$ cat src/rtl/tcp_mul.sv
`timescale 1ns / 1ps
module tcp_mul #(
    parameter int A_W    = 34,
    parameter int B_W    = 34,
    parameter int SIDE_W = 1
) (
    input  logic                 i_clk,
    input  logic                 i_rst_n,
    input  logic                 i_en,
    input  logic                 i_valid,
    input  logic [A_W-1:0]       i_a,
    input  logic [B_W-1:0]       i_b,
    input  logic [SIDE_W-1:0]    i_side,
    output logic                 o_valid,
    output logic [A_W+B_W-1:0]   o_p,
    output logic [SIDE_W-1:0]    o_side
);
    localparam int AL = (A_W + 1) / 2;
    localparam int AH = A_W - AL;
    localparam int BL = (B_W + 1) / 2;
    localparam int BH = B_W - BL;
    localparam int PW = A_W + B_W;

    logic [AL+BL-1:0]  r_ll;
    logic [AL+BH-1:0]  r_lh;
    logic [AH+BL-1:0]  r_hl;
    logic [AH+BH-1:0]  r_hh;
    logic [PW-1:0]     r_s0;
    logic [PW-1:0]     r_s1;
    logic [PW-1:0]     n_s1;
    logic [PW-1:0]     r_p;
    logic [2:0]        r_v;
    logic [SIDE_W-1:0] r_side [3];

    // cross terms are shifted and summed in the same stage that packs the outer terms
    assign n_s1 = (PW'(r_lh) << BL) + (PW'(r_hl) << AL);

    always_ff @(posedge i_clk) begin
        if (!i_rst_n) begin
            r_v <= '0;
        end else if (i_en) begin
            r_v <= {r_v[1:0], i_valid};
        end
    end

    always_ff @(posedge i_clk) begin
        if (i_en) begin
            r_ll      <= (AL+BL)'(i_a[AL-1:0])  * (AL+BL)'(i_b[BL-1:0]);
            r_lh      <= (AL+BH)'(i_a[AL-1:0])  * (AL+BH)'(i_b[B_W-1:BL]);
            r_hl      <= (AH+BL)'(i_a[A_W-1:AL]) * (AH+BL)'(i_b[BL-1:0]);
            r_hh      <= (AH+BH)'(i_a[A_W-1:AL]) * (AH+BH)'(i_b[B_W-1:BL]);
            r_s0      <= {r_hh, r_ll};
            r_s1      <= n_s1;
            r_p       <= r_s0 + r_s1;
            r_side[0] <= i_side;
            r_side[1] <= r_side[0];
            r_side[2] <= r_side[1];
        end
    end

    assign o_valid = r_v[2];
    assign o_p     = r_p;
    assign o_side  = r_side[2];
endmodule

$ cat config.mk
export PLATFORM = sky130hd
export DESIGN_NAME = tcp_mul
export DESIGN_NICKNAME = d
export VERILOG_FILES = /design/src/rtl/tcp_mul.sv
export SDC_FILE = /design/constraint.sdc
export NUM_CORES = 2
export LEC_CHECK = 0
export BUFFER_PORTS_ARGS = -buffer_cell sky130_fd_sc_hd__clkbuf_2
export CAP_MARGIN = 0
export CORE_MARGIN = 3
export CORE_UTILIZATION = 70
export DETAILED_ROUTE_END_ITERATION = 8
export GPL_TIMING_DRIVEN = 1
export MAX_ROUTING_LAYER = met4
export PLACE_DENSITY = 0.95
export SLEW_MARGIN = 20
export SYNTH_ARGS = -nofsm -noshare
export SYNTH_HDL_FRONTEND = slang
export SYNTH_SLANG_ARGS = --single-unit
$ cat constraint.sdc
create_clock -name i_clk -period 14.5 [get_ports i_clk]
set_input_delay 1.45 -clock i_clk [delete_from_list [all_inputs] [get_ports i_clk]]
set_output_delay 1.45 -clock i_clk [all_outputs]
set_load 0.05 [all_outputs]
## Word level (Yosys, flattened, before mapping)

Memory sizes are Yosys's and may differ from the RTL's.
Cells that the tools add are included.

| operators by class | value |
|---|---|
| add/sub/neg operators | 2 |
| multiply operators | 4 |
| multiplexer cells | 2 |

Operator list:

| cell | count |
|---|---|
| 17-bit by 17-bit multiplier with 34-bit output | 4 |
| 68-bit adder | 1 |
| 51-bit by 51-bit adder with 52-bit output | 1 |
| 1-bit two-way mux | 2 |

| word-level totals | value |
|---|---|
| bits in registers | 343 |
| RAM bits | 3 |
| input port bits | 73 |
| output and inout port bits | 70 |
| word-level logic and storage cells | 17 |
| memories | 1 |

Memory list:

| memory | words | width | read ports | clocked after Yosys merged registers in | write ports | RTL line | text |
|---|---|---|---|---|---|---|---|
| r_side | 3 | 1 | 3 | 0 | 3 | 33 | `logic [SIDE_W-1:0] r_side [3];` |

## Depth between registers and ports, before layout

| logic depth | value |
|---|---|
| word-level depth | 2 |
| mapped depth | 26 |
| depth with buffers taken out | 24 |

## Worst setup path after synthesis

Ideal clock, no wire load.

| path | value |
|---|---|
| kind | input -> register |
| from | input port i_b[8] |
| to | register r_hl[33] (data pin) |
| library setup time | 260 ps |
| data arrival time | 7,142 ps |
| data required time | 14,240 ps |
| setup slack | 7,098 ps |
| cell stages on the path | 24 |
| buffers on the path | 2 |
| path through | clkbuf_1 > clkbuf_1 > nand2_1 > fa_1 > inv_1 > fa_1 > inv_1 > fa_1 > inv_1 > fa_1 > fa_1 > inv_1 > fa_1 > inv_1 > ha_1 > a21oi_1 > o21ai_0 > o41ai_1 > o311ai_1 > a31oi_1 > o31ai_1 > a221o_1 > a21oi_1 > xnor2_1 |

| on the way | value |
|---|---|
| cells in the longest elaborated chain, start to end | 1 |

Ends and longest elaborated chain:

| what | RTL line | text |
|---|---|---|
| start: declaration | 12 | `input logic [B_W-1:0] i_b,` |
| 17-bit by 17-bit multiplier with 34-bit output | 50 | `r_hl <= (AH+BL)'(i_a[A_W-1:AL]) * (AH+BL)'(i_b[BL-1:0]);` |
| end signal: assignment | 50 |  |
| end: declaration | 26 | `logic [AH+BL-1:0] r_hl;` |

No other way between the ends.
A chain may end at the register's enable or synchronous reset.

## Worst setup path in the final report

| path | value |
|---|---|
| from | input port i_a[24] |
| to | register r_hl[33] (data pin) |

| on the way | value |
|---|---|
| cells in the longest elaborated chain, start to end | 1 |

Ends and longest elaborated chain:

| what | RTL line | text |
|---|---|---|
| start: declaration | 11 | `input logic [A_W-1:0] i_a,` |
| 17-bit by 17-bit multiplier with 34-bit output | 50 |  |

No other way between the ends.

==> metrics.txt <==
max-cap violations=0; Worst Setup SP=i_a[24]; dominant cell type by area after synthesis=fa_1; fill cell count=4418; Ys Warns=0; first-pass GRT wire length=209000 um; Slew @ Worst Pin=1.10 ns; fin crit period=8.02 ns; most frequent cell after synthesis=inv_1; die width=276 um; Async SR Flop Fraction=0%; Yosys top cell area share=35.3%; Routed WL=129000 um; DP HPWL=94000 um; GR Overflow Total=0; setup repair bufs after CTS=0; Synth Flop Type=edfxtp_1; die area=76000 um2; Wirelength per Cell=20.8 um; CP arrival=8.33 ns; largest cells by area after synthesis=fa_1 35%, edfxtp_1 18%, ha_1 12%; Reg-to-Reg Start=r_s1[17]; mapped cell area=50900 um2; core footprint=71700 um2; Final WS setup=6.48 ns; CTS root buf=clkbuf_16; Top delay family on crit path=adder cells; clock sink count=313; crit path buf inv count=5; slowest CP cell=clkbuf_2; # port buffers=142; Worst slew margin=25.0%; Area growth, synth to finish=4.80%; Final Hold Violating Endpoints=0; Site Rows=98; Slew Limit Fails=0; initial antenna violation count=15; Most common cell on crit path=fa_1; outcome=finished, final reports clean; unrepaired setup endpoints after global routing=false; mean area per synthesized cell=9.68 um2; # IOs=143; number of global-route vias before repair=41600; achievable frequency=125 MHz; share of cells above drive strength 1=4.58%; Clock Path Buffers=3; Synth cell types=67; most frequent cells after synthesis=1110 x inv_1, 898 x fa_1, 738 x nand2_1; CTS tree=done; hold_buf cts=0; largest net degree at the start of global routing=119; Placer Congestion=0.972; critical path type=in -> reg; Skew-Pair Late Insertion Delay=0.58 ns; synthesized flop and latch total=313; Worst path max stage delay=0.62 ns; total CTS buffers=36; syn_nets=6734; final clock skew=0.0332 ns; Final #Nets=6707; CP endpoint kind=flip-flop; Worst setup SP type=input port; hold path startpoint=r_s0[0]; Pre-antenna DRT Iters=8; drt via density=6.09; DR iter-0 viols=3509; total number of vias=37900; antenna-violating nets left=0; final setup fails=0; DR DRC count=0; DIE HEIGHT=276 um; starting density of the core=71.0%; Worst Path Max Fanout=34; Post-synth EDFFs=310; register area share after synthesis=18.4%; Hold Crit Class=reg -> reg; Final Cycle Share=55.3%; setup_tns=0 ns; Syn Inst Count=5262; # H-tree levels=2; Clock transition at path regs=0.06 ns; Setup WS pre-CTS=6.10 ns; Resized cells post-CTS=0; gr usage total=36.3%; crit path cell chain=clkbuf_2 > and2_1 > fa_1 > inv_1 > fa_1 > fa_1 > fa_1 > inv_1 > fa_1 > inv_1 > fa_1 > inv_1 > ha_1 > and4_1 > a21oi_1 > o21ai_0 > a31oi_1 > o311ai_1 > a31oi_1 > o31ai_1 > a221o_1 > a21oi_1 > xnor2_1; Critical Path RT=14.82 ns
[area by class of cell]
| cell class | count | area, um2 | area share [%] |
|---|---|---|---|
| multi-input cells | 3606 | 36500 | 68.4 |
| well taps | 950 | 1190 | 2.23 |
| inverters | 1110 | 4170 | 7.81 |
| clock inverters | 24 | 295 | 0.553 |
| flip-flops and latches | 313 | 9370 | 17.6 |
| repair buffers | 168 | 916 | 1.72 |
| diodes | 13 | 32.5 | 0.0610 |
| clock buffers | 39 | 912 | 1.71 |
[worst register-to-register path, delay by kind of cell (launching register included)]
family / cells / cell delay, ns
flip-flops: 1 / 0.33
buffers and inverters: 1 / 0.07
adder cells (fa/ha/maj): 2 / 0.59
XOR/XNOR: 1 / 0.17
AO/OA/AOI/OAI: 5 / 2.00
AND/OR/NAND/NOR: 4 / 0.82
[metal layers]
metal,share of wire (%),vias up,GRT usage (%)
li1,-,16100,-
met1,35,18700,42.9
met2,48,2507,57.6
met3,12,646,10.1
met4,5.6,0,18.4
met5,0,-,-
[through the flow]
step	cells	area, um2	utilization (%)	hold WS, ns
global placement	6147	52100	72.7	0.400
floorplan	5262	50900	-	0.400
detailed placement	6147	52100	72.7	0.405
global route	6222	53400	74.4	0.408
finish	6223	53400	74.4	0.411
CTS	6210	53300	74.4	0.399
[cell usage in the layout (no fill, tap or decap), drive strengths merged, types with 13 or more instances in the layout]
| cell type | n |
|---|---|
| inv | 1113 |
| fa | 898 |
| nand2 | 739 |
| and2 | 514 |
| ha | 501 |
| edfxtp | 310 |
| clkbuf | 180 |
| a21oi | 167 |
| xnor2 | 139 |
| nor2 | 101 |
| a21o | 88 |
| o21ai | 86 |
| xor2 | 54 |
| nand3 | 32 |
| o21bai | 31 |
| nor2b | 29 |
| buf | 27 |
| o21a | 23 |
| a31oi | 20 |
| nand4 | 19 |
| nor3 | 19 |
| nand2b | 18 |
| and3 | 17 |
| a211oi | 14 |
| clkinv | 14 |
| diode | 13 |
[registers in the layout, summed over array words and instances (netlist names)]
register / cells
r_ll: 34
r_side: 3
r_hl: 34
o_p: 68
r_hh: 34
r_s0: 68
r_s1: 35
r_v: 3
r_lh: 34
[cell families after synthesis]
| logic type | count (synthesis) | synth area share, % |
|---|---|---|
| AND/OR/NAND/NOR | 1515 | 14.4 |
| adder cells (fa/ha/maj) | 1399 | 47.6 |
| buffers and inverters | 1343 | 9.95 |
| AO/OA/AOI/OAI | 495 | 6.22 |
| flip-flops | 313 | 18.4 |
| XOR/XNOR | 193 | 3.32 |
| multiplexers | 4 | 0.0786 |
[worst paths after layout]
check	slack [ns]	depth (start not counted)	to
max	6.48	23	r_hl[33]
min	0.41	0	o_p[0]
max reg2reg	10.29	13	o_p[67]
min reg2reg	0.41	0	o_p[0]
Power is left out: the tool's default activity adds up to more than one toggle a clock period on the data nets, which glitch-free logic cannot reach.
